--- config.mk ---
export PLATFORM = sky130hd
export DESIGN_NAME = imu_tilt_kalman_fusion
export DESIGN_NICKNAME = d
export VERILOG_FILES = /design/src/hdl/itk_pkg.sv /design/src/hdl/itk_mul.sv /design/src/hdl/itk_div.sv /design/src/hdl/imu_tilt_kalman_fusion.sv
export SDC_FILE = /design/constraint.sdc
export NUM_CORES = 2
export LEC_CHECK = 0
export ABC_AREA = 1
export BUFFER_PORTS_ARGS = -buffer_cell sky130_fd_sc_hd__buf_2
export CORE_ASPECT_RATIO = 0.9
export CORE_MARGIN = 2
export CORE_UTILIZATION = 35
export CTS_CLUSTER_DIAMETER = 60
export DETAILED_ROUTE_END_ITERATION = 8
export GPL_ROUTABILITY_DRIVEN = 0
export MAX_ROUTING_LAYER = met4
export PLACE_DENSITY_LB_ADDON = 0.05
export RECOVER_POWER = 100
export SLEW_MARGIN = 40
export SYNTH_ARGS = -nofsm -noshare
export SYNTH_HDL_FRONTEND = slang
export SYNTH_SLANG_ARGS = --single-unit
--- constraint.sdc ---
create_clock -name aclk -period 10.8 [get_ports aclk]
set_input_delay 2.16 -clock aclk [delete_from_list [all_inputs] [get_ports aclk]]
set_output_delay 2.16 -clock aclk [all_outputs]
set_load 0.03 [all_outputs]
--- src/hdl/itk_pkg.sv ---
// ============================================================================
// IMU tilt Kalman package
// Shared widths, register indexes, the arctangent table and rounding helpers.
// ============================================================================
`default_nettype none

package itk_pkg;

    localparam int IN_W      = 16;
    localparam int SMP_W     = IN_W + 1;
    localparam int ANGLE_W   = 25;
    localparam int UNC_W     = 20;
    localparam int CFG_DW    = 32;
    localparam int CFG_AW    = 3;
    localparam int AOFF_W    = 24;

    // serial multiplier: signed multiplicand, unsigned multiplier
    localparam int MUL_A_W   = 34;
    localparam int MUL_B_W   = 32;
    localparam int MUL_P_W   = MUL_A_W + 1 + MUL_B_W;

    // serial divider: unsigned dividend and divisor
    localparam int DIV_N_W   = 54;
    localparam int DIV_D_W   = 38;

    // rounding work width
    localparam int RND_W     = 50;

    localparam logic [CFG_AW-1:0] REG_ACCEL_OFFSET_X     = 3'd0;
    localparam logic [CFG_AW-1:0] REG_ACCEL_OFFSET_Y     = 3'd1;
    localparam logic [CFG_AW-1:0] REG_ACCEL_OFFSET_Z     = 3'd2;
    localparam logic [CFG_AW-1:0] REG_GYRO_OFFSET_ROLL   = 3'd3;
    localparam logic [CFG_AW-1:0] REG_GYRO_OFFSET_PITCH  = 3'd4;
    localparam logic [CFG_AW-1:0] REG_ANGLE_OFFSET_ROLL  = 3'd5;
    localparam logic [CFG_AW-1:0] REG_ANGLE_OFFSET_PITCH = 3'd6;
    localparam logic [CFG_AW-1:0] REG_RATE_STEP_GAIN     = 3'd7;

    localparam logic [CFG_DW-1:0] RATE_GAIN_RESET = 32'd1047553;

    typedef logic signed [ANGLE_W-1:0] angle_t;
    typedef logic [UNC_W-1:0]          unc_t;

    // atan(2^-i) in radians, Q1.30
    function automatic logic [30:0] atan_entry(input logic [4:0] idx);
        logic [30:0] v;
        case (idx)
            5'd0:    v = 31'd843314857;
            5'd1:    v = 31'd497837829;
            5'd2:    v = 31'd263043837;
            5'd3:    v = 31'd133525159;
            5'd4:    v = 31'd67021687;
            5'd5:    v = 31'd33543516;
            5'd6:    v = 31'd16775851;
            5'd7:    v = 31'd8388437;
            5'd8:    v = 31'd4194283;
            5'd9:    v = 31'd2097149;
            5'd10:   v = 31'd1048576;
            5'd11:   v = 31'd524288;
            5'd12:   v = 31'd262144;
            5'd13:   v = 31'd131072;
            5'd14:   v = 31'd65536;
            5'd15:   v = 31'd32768;
            5'd16:   v = 31'd16384;
            5'd17:   v = 31'd8192;
            5'd18:   v = 31'd4096;
            5'd19:   v = 31'd2048;
            5'd20:   v = 31'd1024;
            5'd21:   v = 31'd512;
            5'd22:   v = 31'd256;
            5'd23:   v = 31'd128;
            5'd24:   v = 31'd64;
            5'd25:   v = 31'd32;
            5'd26:   v = 31'd16;
            5'd27:   v = 31'd8;
            5'd28:   v = 31'd4;
            5'd29:   v = 31'd2;
            5'd30:   v = 31'd1;
            default: v = 31'd0;
        endcase
        return v;
    endfunction

    // shift right by s, rounding to nearest with halves away from zero
    function automatic logic signed [RND_W-1:0] round_shift(
        input logic signed [RND_W-1:0] v,
        input int unsigned             s
    );
        logic [RND_W-1:0] mag;
        logic [RND_W-1:0] half;
        logic [RND_W-1:0] t;
        mag  = v[RND_W-1] ? RND_W'(-v) : RND_W'(v);
        half = RND_W'(1) << (s - 1);
        t    = (mag + half) >> s;
        return v[RND_W-1] ? -$signed(t) : $signed(t);
    endfunction

    function automatic angle_t sat_angle(input logic signed [RND_W:0] v);
        logic signed [RND_W:0] hi;
        logic signed [RND_W:0] lo;
        hi = (RND_W+1)'(16777215);
        lo = -(RND_W+1)'(16777216);
        if (v > hi) begin
            return angle_t'(hi);
        end else if (v < lo) begin
            return angle_t'(lo);
        end
        return angle_t'(v);
    endfunction

    function automatic logic [SMP_W-1:0] mag17(input logic signed [SMP_W-1:0] v);
        return v[SMP_W-1] ? SMP_W'(-v) : SMP_W'(v);
    endfunction

endpackage

`default_nettype wire

--- src/hdl/itk_mul.sv ---
// ============================================================================
// Bit-serial multiplier
// Signed multiplicand times unsigned multiplier, one multiplier bit per cycle.
// ============================================================================
`default_nettype none

module itk_mul (
    input  wire logic                                aclk,
    input  wire logic                                aresetn,
    input  wire logic                                start,
    input  wire logic signed [itk_pkg::MUL_A_W-1:0]  a,
    input  wire logic        [itk_pkg::MUL_B_W-1:0]  b,
    output logic                                     done,
    output logic signed [itk_pkg::MUL_P_W-1:0]       prod
);
    import itk_pkg::*;

    localparam int CNT_W = $clog2(MUL_B_W);

    logic signed [MUL_A_W-1:0] a_reg;
    logic signed [MUL_A_W:0]   hi_reg;
    logic [MUL_B_W-1:0]        lo_reg;
    logic [CNT_W-1:0]          cnt_reg;
    logic                      busy_reg;
    logic                      done_reg;
    logic signed [MUL_A_W:0]   sum_next;

    always_comb begin
        sum_next = lo_reg[0] ? hi_reg + (MUL_A_W+1)'(a_reg) : hi_reg;
    end

    always_ff @(posedge aclk) begin
        if (!aresetn) begin
            busy_reg <= 1'b0;
            done_reg <= 1'b0;
            cnt_reg  <= '0;
        end else begin
            done_reg <= 1'b0;
            if (start) begin
                busy_reg <= 1'b1;
                cnt_reg  <= '0;
            end else if (busy_reg) begin
                cnt_reg <= cnt_reg + 1'b1;
                if (cnt_reg == CNT_W'(MUL_B_W - 1)) begin
                    busy_reg <= 1'b0;
                    done_reg <= 1'b1;
                end
            end
        end
    end

    // add, then shift the partial product right one place
    always_ff @(posedge aclk) begin
        if (start) begin
            a_reg  <= a;
            hi_reg <= '0;
            lo_reg <= b;
        end else if (busy_reg) begin
            hi_reg <= {sum_next[MUL_A_W], sum_next[MUL_A_W:1]};
            lo_reg <= {sum_next[0], lo_reg[MUL_B_W-1:1]};
        end
    end

    assign done = done_reg;
    assign prod = {hi_reg, lo_reg};

endmodule

`default_nettype wire

--- src/hdl/itk_div.sv ---
// ============================================================================
// Bit-serial divider
// Restoring unsigned division, one quotient bit per cycle.
// ============================================================================
`default_nettype none

module itk_div (
    input  wire logic                         aclk,
    input  wire logic                         aresetn,
    input  wire logic                         start,
    input  wire logic [itk_pkg::DIV_N_W-1:0]  dividend,
    input  wire logic [itk_pkg::DIV_D_W-1:0]  divisor,
    output logic                              done,
    output logic [itk_pkg::DIV_N_W-1:0]       quotient
);
    import itk_pkg::*;

    localparam int CNT_W = $clog2(DIV_N_W);

    logic [DIV_N_W-1:0] q_reg;
    logic [DIV_D_W-1:0] rem_reg;
    logic [DIV_D_W-1:0] dvs_reg;
    logic [CNT_W-1:0]   cnt_reg;
    logic               busy_reg;
    logic               done_reg;
    logic [DIV_D_W:0]   rem_sh;
    logic               ge;
    logic [DIV_D_W:0]   rem_next;

    always_comb begin
        rem_sh   = {rem_reg, q_reg[DIV_N_W-1]};
        ge       = rem_sh >= {1'b0, dvs_reg};
        rem_next = ge ? rem_sh - {1'b0, dvs_reg} : rem_sh;
    end

    always_ff @(posedge aclk) begin
        if (!aresetn) begin
            busy_reg <= 1'b0;
            done_reg <= 1'b0;
            cnt_reg  <= '0;
        end else begin
            done_reg <= 1'b0;
            if (start) begin
                busy_reg <= 1'b1;
                cnt_reg  <= '0;
            end else if (busy_reg) begin
                cnt_reg <= cnt_reg + 1'b1;
                if (cnt_reg == CNT_W'(DIV_N_W - 1)) begin
                    busy_reg <= 1'b0;
                    done_reg <= 1'b1;
                end
            end
        end
    end

    always_ff @(posedge aclk) begin
        if (start) begin
            q_reg   <= dividend;
            rem_reg <= '0;
            dvs_reg <= divisor;
        end else if (busy_reg) begin
            q_reg   <= {q_reg[DIV_N_W-2:0], ge};
            rem_reg <= rem_next[DIV_D_W-1:0];
        end
    end

    assign done     = done_reg;
    assign quotient = q_reg;

endmodule

`default_nettype wire

--- src/hdl/imu_tilt_kalman_fusion.sv ---
// ============================================================================
// IMU tilt Kalman fusion
// Roll and pitch from accelerometer tilt (root, CORDIC) blended with gyro
// rates by two scalar Kalman filters; serial multiplier and divider shared.
// ============================================================================
// Timing: the time from the accepting edge to m_valid is set by the
//          32-step serial multiplier and the 54-step serial divider.
// Requests: one at a time; the next is taken once the result is in the
//          output register, which may still be waiting.
// Reset: aresetn low clears the filter state, the registers to their
//          defaults and the handshake; no clearing pass.
`default_nettype none

module imu_tilt_kalman_fusion #(
    parameter int CORDIC_ITERATIONS = 16,
    parameter int FRACTION_BITS     = 16
) (
    input  wire logic                               aclk,
    input  wire logic                               aresetn,
    input  wire logic                               cfg_wr_en,
    input  wire logic [itk_pkg::CFG_AW-1:0]         cfg_wr_addr,
    input  wire logic [itk_pkg::CFG_DW-1:0]         cfg_wr_data,
    input  wire logic                               s_valid,
    output logic                                    s_ready,
    input  wire logic signed [itk_pkg::IN_W-1:0]    s_accel_x,
    input  wire logic signed [itk_pkg::IN_W-1:0]    s_accel_y,
    input  wire logic signed [itk_pkg::IN_W-1:0]    s_accel_z,
    input  wire logic signed [itk_pkg::IN_W-1:0]    s_gyro_x,
    input  wire logic signed [itk_pkg::IN_W-1:0]    s_gyro_y,
    output logic                                    m_valid,
    input  wire logic                               m_ready,
    output logic signed [itk_pkg::ANGLE_W-1:0]      m_roll_estimate,
    output logic signed [itk_pkg::ANGLE_W-1:0]      m_pitch_estimate
);
    import itk_pkg::*;

    localparam int TILT_W  = FRACTION_BITS + 8;
    localparam int MEAS_W  = ((TILT_W > AOFF_W) ? TILT_W : AOFF_W) + 1;
    localparam int DIFF_W  = MEAS_W + 1;
    localparam int RATE_SH = 32 - FRACTION_BITS;
    localparam logic [DIV_D_W-1:0] ANG_DIV  = DIV_D_W'(31415) << (30 - FRACTION_BITS);
    localparam logic [DIV_D_W-1:0] HALF_DIV = ANG_DIV >> 1;
    localparam logic [MUL_B_W-1:0] DEG_SCALE = 32'd1800000;
    localparam int ROOT_W  = 27;
    localparam int RAD_W   = 2 * ROOT_W;
    localparam int REM_W   = ROOT_W + 3;
    localparam int CRD_W   = 40;
    localparam int Z_W     = 34;

    typedef enum logic [12:0] {
        ST_IDLE   = 13'b0000000000001,
        ST_SQ1    = 13'b0000000000010,
        ST_SQ2    = 13'b0000000000100,
        ST_SQRT   = 13'b0000000001000,
        ST_CORDIC = 13'b0000000010000,
        ST_ZMUL   = 13'b0000000100000,
        ST_ZDIV   = 13'b0000001000000,
        ST_RMUL   = 13'b0000010000000,
        ST_PRED   = 13'b0000100000000,
        ST_GDIV   = 13'b0001000000000,
        ST_UMUL   = 13'b0010000000000,
        ST_PMUL   = 13'b0100000000000,
        ST_OUT    = 13'b1000000000000
    } state_t;

    state_t state_reg, state_next;

    // configuration
    logic signed [IN_W-1:0]   off_ax_reg, off_ay_reg, off_az_reg;
    logic signed [IN_W-1:0]   off_gx_reg, off_gy_reg;
    logic signed [AOFF_W-1:0] off_roll_reg, off_pitch_reg;
    logic [CFG_DW-1:0]        gain_reg;

    // sample after offsets
    logic signed [SMP_W-1:0]  ax_reg, ay_reg, az_reg, gx_reg, gy_reg;
    logic                     axis_reg;

    // tilt datapath
    logic [33:0]              sum_reg;
    logic [RAD_W-1:0]         rad_reg;
    logic [ROOT_W-1:0]        root_reg;
    logic [REM_W-1:0]         rem_reg;
    logic [4:0]               sq_cnt_reg;
    logic signed [CRD_W-1:0]  x_reg, y_reg;
    logic signed [Z_W-1:0]    z_reg;
    logic [4:0]               it_reg;
    logic                     zero_reg;
    logic [DIV_N_W-1:0]       pmag_reg;
    logic                     pneg_reg;
    logic signed [MEAS_W-1:0] meas_roll_reg, meas_pitch_reg;

    // filter datapath
    logic signed [RND_W-1:0]  rs_reg;
    angle_t                   pred_reg;
    unc_t                     pp_reg;
    logic [16:0]              k_reg;
    angle_t                   roll_ang_reg, pitch_ang_reg;
    unc_t                     roll_unc_reg, pitch_unc_reg;

    // output register
    logic                     m_valid_reg;
    angle_t                   roll_out_reg, pitch_out_reg;

    // shared units
    logic                        mul_start_reg, div_start_reg;
    logic signed [MUL_A_W-1:0]   mul_a;
    logic [MUL_B_W-1:0]          mul_b;
    logic                        mul_done;
    logic signed [MUL_P_W-1:0]   mul_prod;
    logic [DIV_N_W-1:0]          div_n;
    logic [DIV_D_W-1:0]          div_d;
    logic                        div_done;
    logic [DIV_N_W-1:0]          div_q;

    // per-axis selections
    logic signed [SMP_W-1:0]  a_sel, num_sel, rate_sel;
    logic signed [MEAS_W-1:0] meas_sel;
    angle_t                   ang_sel;
    unc_t                     unc_sel;
    logic signed [DIFF_W-1:0] diff;

    logic                     accept;
    logic [REM_W-1:0]         rem_sh, trial;
    logic                     sq_ge;
    logic signed [CRD_W-1:0]  dx, dy;
    logic signed [Z_W-1:0]    atan_z;
    logic [20:0]              pp_sum, dnm;
    unc_t                     pp_val;
    logic [TILT_W-1:0]        tilt_mag;
    logic signed [TILT_W-1:0] tilt;
    logic signed [MEAS_W-1:0] meas_new;
    angle_t                   pred_new, ang_new;
    logic [MUL_P_W-1:0]       unc_prod;
    unc_t                     unc_new;
    logic                     out_load;

    assign accept   = s_valid && s_ready;
    assign s_ready  = (state_reg == ST_IDLE);
    assign out_load = (state_reg == ST_OUT) && (!m_valid_reg || m_ready);

    always_comb begin
        a_sel    = axis_reg ? ay_reg : ax_reg;
        num_sel  = axis_reg ? ax_reg : ay_reg;
        rate_sel = axis_reg ? gy_reg : gx_reg;
        meas_sel = axis_reg ? meas_pitch_reg : meas_roll_reg;
        ang_sel  = axis_reg ? pitch_ang_reg : roll_ang_reg;
        unc_sel  = axis_reg ? pitch_unc_reg : roll_unc_reg;
        diff     = DIFF_W'(meas_sel) - DIFF_W'(pred_reg);
    end

    // root: two radicand bits per step
    always_comb begin
        rem_sh = {rem_reg[REM_W-3:0], rad_reg[RAD_W-1:RAD_W-2]};
        trial  = {1'b0, root_reg, 2'b01};
        sq_ge  = rem_sh >= trial;
    end

    // CORDIC vectoring step
    always_comb begin
        dx     = y_reg >>> it_reg;
        dy     = x_reg >>> it_reg;
        atan_z = Z_W'(atan_entry(it_reg));
    end

    always_comb begin
        pp_sum   = {1'b0, unc_sel} + 21'd65536;
        pp_val   = pp_sum[20] ? {UNC_W{1'b1}} : pp_sum[UNC_W-1:0];
        dnm      = 21'(pp_reg) + 21'd589824;
        tilt_mag = div_q[TILT_W-1:0];
        if (zero_reg) begin
            tilt = '0;
        end else begin
            tilt = pneg_reg ? -$signed(tilt_mag) : $signed(tilt_mag);
        end
        if (axis_reg) begin
            meas_new = -MEAS_W'(tilt) - MEAS_W'(off_pitch_reg);
        end else begin
            meas_new = MEAS_W'(tilt) - MEAS_W'(off_roll_reg);
        end
        pred_new = sat_angle((RND_W+1)'(ang_sel) + (RND_W+1)'(rs_reg));
        ang_new  = sat_angle((RND_W+1)'(pred_reg) + (RND_W+1)'(rs_reg));
        unc_prod = MUL_P_W'(mul_prod) + MUL_P_W'(32768);
        unc_new  = unc_prod[UNC_W+15:16];
    end

    always_comb begin
        case (state_reg)
            ST_SQ1: begin
                mul_a = MUL_A_W'(mag17(a_sel));
                mul_b = MUL_B_W'(mag17(a_sel));
            end
            ST_SQ2: begin
                mul_a = MUL_A_W'(mag17(az_reg));
                mul_b = MUL_B_W'(mag17(az_reg));
            end
            ST_ZMUL: begin
                mul_a = z_reg;
                mul_b = DEG_SCALE;
            end
            ST_RMUL: begin
                mul_a = MUL_A_W'(rate_sel);
                mul_b = gain_reg;
            end
            ST_UMUL: begin
                mul_a = MUL_A_W'(diff);
                mul_b = MUL_B_W'(k_reg);
            end
            ST_PMUL: begin
                mul_a = MUL_A_W'(17'd65536 - k_reg);
                mul_b = MUL_B_W'(pp_reg);
            end
            default: begin
                mul_a = '0;
                mul_b = '0;
            end
        endcase
        if (state_reg == ST_GDIV) begin
            div_n = DIV_N_W'({pp_reg, 16'd0}) + DIV_N_W'(dnm >> 1);
            div_d = DIV_D_W'(dnm);
        end else begin
            div_n = pmag_reg + DIV_N_W'(HALF_DIV);
            div_d = ANG_DIV;
        end
    end

    always_comb begin
        state_next = state_reg;
        case (state_reg)
            ST_IDLE:   if (s_valid) state_next = ST_SQ1;
            ST_SQ1:    if (mul_done) state_next = ST_SQ2;
            ST_SQ2:    if (mul_done) state_next = ST_SQRT;
            ST_SQRT:   if (sq_cnt_reg == 5'(ROOT_W - 1)) state_next = ST_CORDIC;
            ST_CORDIC: if (it_reg == 5'(CORDIC_ITERATIONS - 1)) state_next = ST_ZMUL;
            ST_ZMUL:   if (mul_done) state_next = ST_ZDIV;
            ST_ZDIV: begin
                if (div_done) begin
                    state_next = axis_reg ? ST_RMUL : ST_SQ1;
                end
            end
            ST_RMUL:   if (mul_done) state_next = ST_PRED;
            ST_PRED:   state_next = ST_GDIV;
            ST_GDIV:   if (div_done) state_next = ST_UMUL;
            ST_UMUL:   if (mul_done) state_next = ST_PMUL;
            ST_PMUL: begin
                if (mul_done) begin
                    state_next = axis_reg ? ST_OUT : ST_RMUL;
                end
            end
            ST_OUT:    if (out_load) state_next = ST_IDLE;
            default:   state_next = ST_IDLE;
        endcase
    end

    // control
    always_ff @(posedge aclk) begin
        if (!aresetn) begin
            state_reg     <= ST_IDLE;
            mul_start_reg <= 1'b0;
            div_start_reg <= 1'b0;
            axis_reg      <= 1'b0;
            m_valid_reg   <= 1'b0;
            roll_ang_reg  <= '0;
            pitch_ang_reg <= '0;
            roll_unc_reg  <= '0;
            pitch_unc_reg <= '0;
            off_ax_reg    <= '0;
            off_ay_reg    <= '0;
            off_az_reg    <= '0;
            off_gx_reg    <= '0;
            off_gy_reg    <= '0;
            off_roll_reg  <= '0;
            off_pitch_reg <= '0;
            gain_reg      <= RATE_GAIN_RESET;
        end else begin
            state_reg     <= state_next;
            // pulse a unit start on entry to its wait state
            mul_start_reg <= (state_next != state_reg) &&
                             ((state_next == ST_SQ1) || (state_next == ST_SQ2) ||
                              (state_next == ST_ZMUL) || (state_next == ST_RMUL) ||
                              (state_next == ST_UMUL) || (state_next == ST_PMUL));
            div_start_reg <= (state_next != state_reg) &&
                             ((state_next == ST_ZDIV) || (state_next == ST_GDIV));
            if (accept) begin
                axis_reg <= 1'b0;
            end
            if ((state_reg == ST_ZDIV) && div_done) begin
                axis_reg <= !axis_reg;
            end
            if ((state_reg == ST_PMUL) && mul_done) begin
                axis_reg <= !axis_reg;
                if (axis_reg) begin
                    pitch_ang_reg <= ang_new;
                    pitch_unc_reg <= unc_new;
                end else begin
                    roll_ang_reg <= ang_new;
                    roll_unc_reg <= unc_new;
                end
            end
            if (out_load) begin
                m_valid_reg <= 1'b1;
            end else if (m_ready) begin
                m_valid_reg <= 1'b0;
            end
            if (cfg_wr_en) begin
                case (cfg_wr_addr)
                    REG_ACCEL_OFFSET_X:     off_ax_reg    <= cfg_wr_data[IN_W-1:0];
                    REG_ACCEL_OFFSET_Y:     off_ay_reg    <= cfg_wr_data[IN_W-1:0];
                    REG_ACCEL_OFFSET_Z:     off_az_reg    <= cfg_wr_data[IN_W-1:0];
                    REG_GYRO_OFFSET_ROLL:   off_gx_reg    <= cfg_wr_data[IN_W-1:0];
                    REG_GYRO_OFFSET_PITCH:  off_gy_reg    <= cfg_wr_data[IN_W-1:0];
                    REG_ANGLE_OFFSET_ROLL:  off_roll_reg  <= cfg_wr_data[AOFF_W-1:0];
                    REG_ANGLE_OFFSET_PITCH: off_pitch_reg <= cfg_wr_data[AOFF_W-1:0];
                    REG_RATE_STEP_GAIN:     gain_reg      <= cfg_wr_data;
                    default: ;
                endcase
            end
        end
    end

    // datapath
    always_ff @(posedge aclk) begin
        if (accept) begin
            ax_reg <= SMP_W'(s_accel_x) - SMP_W'(off_ax_reg);
            ay_reg <= SMP_W'(s_accel_y) - SMP_W'(off_ay_reg);
            az_reg <= SMP_W'(s_accel_z) - SMP_W'(off_az_reg);
            gx_reg <= SMP_W'(s_gyro_x) - SMP_W'(off_gx_reg);
            gy_reg <= SMP_W'(s_gyro_y) - SMP_W'(off_gy_reg);
        end
        case (state_reg)
            ST_SQ1: begin
                if (mul_done) sum_reg <= mul_prod[33:0];
            end
            ST_SQ2: begin
                if (mul_done) begin
                    sum_reg    <= sum_reg + mul_prod[33:0];
                    rad_reg    <= RAD_W'({sum_reg + mul_prod[33:0], 20'd0});
                    root_reg   <= '0;
                    rem_reg    <= '0;
                    sq_cnt_reg <= '0;
                end
            end
            ST_SQRT: begin
                rad_reg    <= {rad_reg[RAD_W-3:0], 2'b00};
                rem_reg    <= sq_ge ? rem_sh - trial : rem_sh;
                root_reg   <= {root_reg[ROOT_W-2:0], sq_ge};
                sq_cnt_reg <= sq_cnt_reg + 1'b1;
                if (sq_cnt_reg == 5'(ROOT_W - 1)) begin
                    x_reg    <= CRD_W'({root_reg[ROOT_W-2:0], sq_ge, 10'd0});
                    y_reg    <= CRD_W'(num_sel) <<< 20;
                    z_reg    <= '0;
                    it_reg   <= '0;
                    zero_reg <= (sum_reg == '0) && (num_sel == '0);
                end
            end
            ST_CORDIC: begin
                it_reg <= it_reg + 1'b1;
                if (!y_reg[CRD_W-1]) begin
                    x_reg <= x_reg + dx;
                    y_reg <= y_reg - dy;
                    z_reg <= z_reg + atan_z;
                end else begin
                    x_reg <= x_reg - dx;
                    y_reg <= y_reg + dy;
                    z_reg <= z_reg - atan_z;
                end
            end
            ST_ZMUL: begin
                if (mul_done) begin
                    pneg_reg <= mul_prod[MUL_P_W-1];
                    pmag_reg <= mul_prod[MUL_P_W-1] ? DIV_N_W'(-mul_prod)
                                                    : DIV_N_W'(mul_prod);
                end
            end
            ST_ZDIV: begin
                if (div_done) begin
                    if (axis_reg) begin
                        meas_pitch_reg <= meas_new;
                    end else begin
                        meas_roll_reg <= meas_new;
                    end
                end
            end
            ST_RMUL: begin
                if (mul_done) rs_reg <= round_shift(RND_W'(mul_prod), RATE_SH);
            end
            ST_PRED: begin
                pred_reg <= pred_new;
                pp_reg   <= pp_val;
            end
            ST_GDIV: begin
                if (div_done) k_reg <= div_q[16:0];
            end
            ST_UMUL: begin
                if (mul_done) rs_reg <= round_shift(RND_W'(mul_prod), 16);
            end
            default: ;
        endcase
        if (out_load) begin
            roll_out_reg  <= roll_ang_reg;
            pitch_out_reg <= pitch_ang_reg;
        end
    end

    itk_mul u_mul (
        .aclk    (aclk),
        .aresetn (aresetn),
        .start   (mul_start_reg),
        .a       (mul_a),
        .b       (mul_b),
        .done    (mul_done),
        .prod    (mul_prod)
    );

    itk_div u_div (
        .aclk     (aclk),
        .aresetn  (aresetn),
        .start    (div_start_reg),
        .dividend (div_n),
        .divisor  (div_d),
        .done     (div_done),
        .quotient (div_q)
    );

    assign m_valid          = m_valid_reg;
    assign m_roll_estimate  = roll_out_reg;
    assign m_pitch_estimate = pitch_out_reg;

    a_state_onehot: assert property (@(posedge aclk) disable iff (!aresetn)
        $onehot(state_reg))
        else $error("sequencer state not one-hot");

    a_units_exclusive: assert property (@(posedge aclk) disable iff (!aresetn)
        !(mul_start_reg && div_start_reg))
        else $error("multiplier and divider started together");

    a_mul_done_waited: assert property (@(posedge aclk) disable iff (!aresetn)
        mul_done |-> (state_reg == ST_SQ1 || state_reg == ST_SQ2 ||
                      state_reg == ST_ZMUL || state_reg == ST_RMUL ||
                      state_reg == ST_UMUL || state_reg == ST_PMUL))
        else $error("multiplier finished outside a wait state");

    a_result_from_out: assert property (@(posedge aclk) disable iff (!aresetn)
        $rose(m_valid_reg) |-> $past(state_reg == ST_OUT))
        else $error("result raised outside the output step");

endmodule

`default_nettype wire

Word level (Yosys, flattened, before mapping)
Memory sizes are Yosys's and may differ from the RTL's. A register that Yosys moved wholly into a read port is not among the register bits.
Index checks and enable logic that the tools add are counted.
W data, S select, Z words.
Operators by class
  add/sub/neg operators: 38
  magnitude comparators: 6
  eq/ne operators: 36
  shifts and indexed selects: 2
  multiplexer cells: 86
  bitwise logic cells: 4
  reduce and logical (&&, ||, !) cells: 50
Operators by type and width (count)
  $mux W54: 5
  $mux W25: 9
  $pmux W34 S6: 1
  $pmux W32 S6: 1
  $mux W34: 5
  $mux W13: 13
  $pmux W13 S13: 1
  $mux W40: 4
  $pmux W40 S2: 2
  $pmux W34 S2: 2
  $pmux W54 S2: 1
  $add A25 B50 Y51: 2
  $gt A51 B25 Y1 const B: 2
  $lt A51 B25 Y1 const B: 2
  $mux W17: 5
  $sub A16 B16 Y17: 5
  $add A40 B40 Y40: 2
  $sshr A40 B5 Y40: 2
  $sub A40 B40 Y40: 2
  $mux W32: 2
  $mux W28: 2
  $pmux W28 S2: 1
  $add A54 B28 Y54 const B: 1
  $neg A54 Y54: 1
  71 further kinds: 149
Word-level totals
  register bits after elaboration: 1132
  bits in read-only memories: 960
  input bits: 120
  output and inout bits: 52
  logic and storage cells: 279
  memories: 1
Memory list
  (name not given): depth 32, width 30, rd ports 1, clocked after Yosys merged registers in 1, write ports 0, RTL line itk_pkg.sv:46  | case (idx)

Logic depth before layout (Yosys ltp)
  depth in word-level cells: 12
  mapped depth: 39
  mapped depth without buffers: 36

Modules after synthesis
From an unflattened synthesis, not the netlist that was laid out.
Second synthesis, totals
  cell total of the unflattened synthesis: 12814
  area total of the unflattened synthesis: 89249.3 µm²
Modules (own cells, without submodules)
  imu_tilt_kalman_fusion: times used 1, cells each 10690, area an instance 73998.5 µm², seq. area each 23963.0 µm²
  itk_div: times used 1, cells each 1204, area an instance 8663.3 µm², seq. area each 3683.5 µm²
  itk_mul: times used 1, cells each 920, area an instance 6587.6 µm², seq. area each 2802.7 µm²

Worst setup path after synthesis
OpenSTA, ideal clock, no wires.
  path type: register to register
  start point: register state_reg[11]
  end point: register rad_reg[20], enable pin
  library setup time: 0.677 ns
  arrival: 8.330 ns
  data required time: 10.123 ns
  slack: 1.794 ns
  stages on the path, launching flop included: 11
  buffers on the path: 3
  clock period less this slack: 9.006 ns
  path through: dfxtp_1 > nor2_1 > nand2_1 > nor2_1 > nand2_1 > nor2_1 > clkbuf_1 > inv_1 > clkbuf_1 > clkbuf_1 > o21ai_0
Between the ends
  cells in the longest elaborated chain, start to end: 3
  elaborated cells between the ends (all ways): 5
  classes of those cells: 3 x eq/ne; 2 x reduce/logical
RTL lines
  start: declaration: RTL line imu_tilt_kalman_fusion.sv:66  | state_t state_reg, state_next;
  start signal: assignment: RTL line imu_tilt_kalman_fusion.sv:275  | state_reg <= state_next;
  $eq A13 B3 Y1 / $eq A13 B4 Y1 (equally long branches): RTL line imu_tilt_kalman_fusion.sv:329  | case (state_reg)
  $ne A2 B1 Y1 (no line) / $reduce_bool A2 Y1 (equally long branches)
  $reduce_and A2 Y1 (no line) (*)
  end signal: assignment: RTL line imu_tilt_kalman_fusion.sv:336  | rad_reg <= RAD_W'({sum_reg + mul_prod[33:0], 20'd0});
  end signal: assignment: RTL line imu_tilt_kalman_fusion.sv:343  | rad_reg <= {rad_reg[RAD_W-3:0], 2'b00};
  end: declaration: RTL line imu_tilt_kalman_fusion.sv:80  | logic [RAD_W-1:0] rad_reg;
Every way passes the cells marked *; elsewhere a longest branch is shown, timed or not.
A chain may end at the register's enable or synchronous reset.

Final worst setup path
  start point: register state_reg[8]
  end point: register, netlist name atan_z[10]
Between the ends
  cells in the longest elaborated chain, start to end: 4
  elaborated cells between the ends (all ways): 7
  classes of those cells: 3 x eq/ne; 2 x mux; 2 x reduce/logical
RTL lines (RTL line)
  $eq A13 B4 Y1 / $eq A13 B5 Y1 (equally long branches): imu_tilt_kalman_fusion.sv:329
  $ne A2 B2 Y1 (no line) / $reduce_bool A2 Y1 (equally long branches)
  $reduce_and A2 Y1 (no line)
  $mux W5 (no line) (*)
Marked as above.

==> results.ini <==
[global_routing]
grt_pass1_vias = 77300
grt_pass1_wl_um = 499000
grt_antenna_before_repair = 17
grt_max_degree = 177
overflow = 0
grt_use_total = 0.270

[floorplanning]
die_x_um = 527
core_area_sq_um = 244000
start_util = 0.352
io_pins = 172
rows = 172
die_h_um = 475
dieArea_sq_um = 250000

[finish]
drive_gt1_frac = 0.0572
fill_cells = 25800
area_growth_pct = 10.7
final_util = 0.390
final_nets = 12700

[routing]
wl_um = 336000
firstDrtPassIters = 8
wl_per_cell_um = 21.8
drc = 0
drtAntennaViolNets = 0
vias = 83000
viasPerCell = 5.38
first_iter_violations = 8420

[clock_tree]
postCtsSetupBuffers = 0
clk_latency_ps = 870
path_clk_slew_ps = 60
cts_tree = built
htree_levels = 4
hold_buffers = 0
cts_resized = 0
root_buffer = clkbuf_16
cts.sinks = 1126
clockBufferDepth = 4
cts_inserted_buffers = 164

[hold_path]
whs_path_depth = 0
min_path_type = register to register

[yosys]
synth_largest_area_cell = edfxtp_1
ys_seq_elements = 1126
synth_area_leaders = edfxtp_1 26%, nand2_1 12%, dfxtp_1 8.9%
syn_area_per_cell_sq_um = 7.17
synth_edf_count = 742
async_flop_share = 0
synth_cell_types = 78
yosysWarnings = 0
ys_seq_area_frac = 0.348
synthFlopType = edfxtp_1
syn_nets = 12700
syn_inst = 12000
synth_top_area_share = 0.259
synth_area_sq_um = 86100

[timing]
hold_viol = 0
final-max-slew-violation-count = 1679
rsz0062_at_grt = false
period_needed_ps = 8350
slew_headroom = -1.81
tns_ps = 0
worstMarginPinSlew_ps = 4210
layout_setup_ws_ps = 2450
clock_skew_ps = 113
finalSetupViolations = 0
timing.final.crit_share = 0.773
fmax_mhz = 120

[setup_path]
path_class = register to register
cp.required_ps = 11490
arrival_ps = 9040
cp-end-kind = register
crit_fanout = 58
critPathLaunchType = register
r2r_cells = 16

[status]
violations = capacitance limit, slew limit
status = complete, but fails checks

[run]
cap_violations = 35

[place]
dp_hpwl_um = 266000
dp_slack_ps = 4150
portBuffers = 171

[power_and_ir_drop]
vdd_drop_max_v = 0.000122
power.total_mw = 12.9
p_per_area_nw_per_um2 = 135
leakage_nw = 40.5

## per-layer routing
layer | GRT usage | part of all wire
met5 | - | 0
met3 | 0.0504 | 0.084
met4 | 0.0741 | 0.032
met2 | 0.364 | 0.39
met1 | 0.402 | 0.50
## logic make-up (layout without fill, tap and decap cells)
logic type	after synthesis	after routing	synth area share
AND/OR/NAND/NOR	5145	5145	0.255
AO/OA/AOI/OAI	2793	2793	0.179
buffers and inverters	1886	2062	0.0838
other	0	5	0
flip-flops	1126	1126	0.348
XOR/XNOR	475	475	0.0484
adder cells (fa/ha/maj)	562	562	0.0832
multiplexers	23	23	0.00267
## critical path, cell delays in order (launching register included)
cell and delay, ps:
dfxtp_1 310, nor2_1 130, nand2_1 90, nor2_1 310, inv_1 150, nor2_1 240, nand2_1 930, clkbuf_1 1180
clkinv_1 170, clkbuf_1 2400, nand2_1 230, nand2_1 590, clkinv_1 540, nand2_1 250, a21oi_1 100, o21ai_0 220
o21ai_0 160
## cells in the final DEF (no fill, tap or decap), types with 163 or more instances in the layout
| cell type | synthesis | final |
|---|---|---|
| nand2_1 | 2732 | 2735 |
| inv_1 | 1478 | 1472 |
| o21ai_0 | 1169 | 1162 |
| nor2_1 | 1138 | 1148 |
| a21oi_1 | 990 | 989 |
| edfxtp_1 | 742 | 742 |
| nand3_1 | 642 | 647 |
| ha_1 | 545 | 545 |
| dfxtp_1 | 384 | 383 |
| xor2_1 | 299 | 299 |
| xnor2_1 | 175 | 175 |
| clkbuf_16 | 0 | 167 |
| nor3_1 | 168 | 163 |
## stage by stage
stage / instances / hold WS, ps / cell area (sq um)
global placement: 15100 / 415 / 90200
CTS: 15400 / 429 / 95800
global route: 15400 / 446 / 95300
finish: 15400 / 427 / 95300
detailed placement: 15100 / 415 / 90300
floorplan: 12000 / 408 / 86100
## path summary, 6_finish.rpt
check | start | endpoint | slack (ps)
worst max-delay path | state_reg[8] | atan_z[10] | 2450
worst min-delay path | roll_ang_reg[23] | m_roll_estimate[23] | 430
worst min register to register | roll_ang_reg[23] | m_roll_estimate[23] | 430
worst max register to register | state_reg[8] | atan_z[10] | 2450
## where the power goes
part	internal, mW	switching, mW
registers	4.81	0.215
clock network	3.30	2.19
logic	0.702	1.64
## synth_stat cells (14+ instances only)
master	number
o22ai_1	57
nand3b_1	17
clkbuf_1	259
a211oi_1	33
o21a_1	84
edfxtp_1	742
clkinv_1	14
ha_1	545
o221ai_1	34
o211ai_1	61
and2_1	15
nand2_1	2732
nand4_1	120
nor3_1	168
nand3_2	22
a21oi_1	990
nor2_4	32
inv_1	1478
a21boi_0	23
xnor2_1	175
o21ai_1	41
buf_2	48
o21bai_1	54
nand3_1	642
dfxtp_1	384
nor4_1	52
xor2_1	299
buf_1	51
o21ai_0	1169
nand2_2	62
mux2i_1	23
a31oi_1	118
nor2_2	43
or2_2	59
a21o_1	36
inv_2	18
o31ai_1	14
fa_1	17
nor2_1	1138
## area by class of cell
| type | instances | area, sq um | share of cell area |
|---|---|---|---|
| flip-flops and latches | 1126 | 30000 | 0.315 |
| clock buffers | 197 | 4380 | 0.0459 |
| diodes | 5 | 12.5 | 0.000131 |
| clock inverters | 96 | 1060 | 0.0111 |
| well taps | 3219 | 4030 | 0.0423 |
| inverters | 1511 | 5680 | 0.0596 |
| multi-input cells | 8998 | 48800 | 0.513 |
| repair buffers | 258 | 1310 | 0.0138 |
Note: power is estimated with default switching activity, not from simulation.
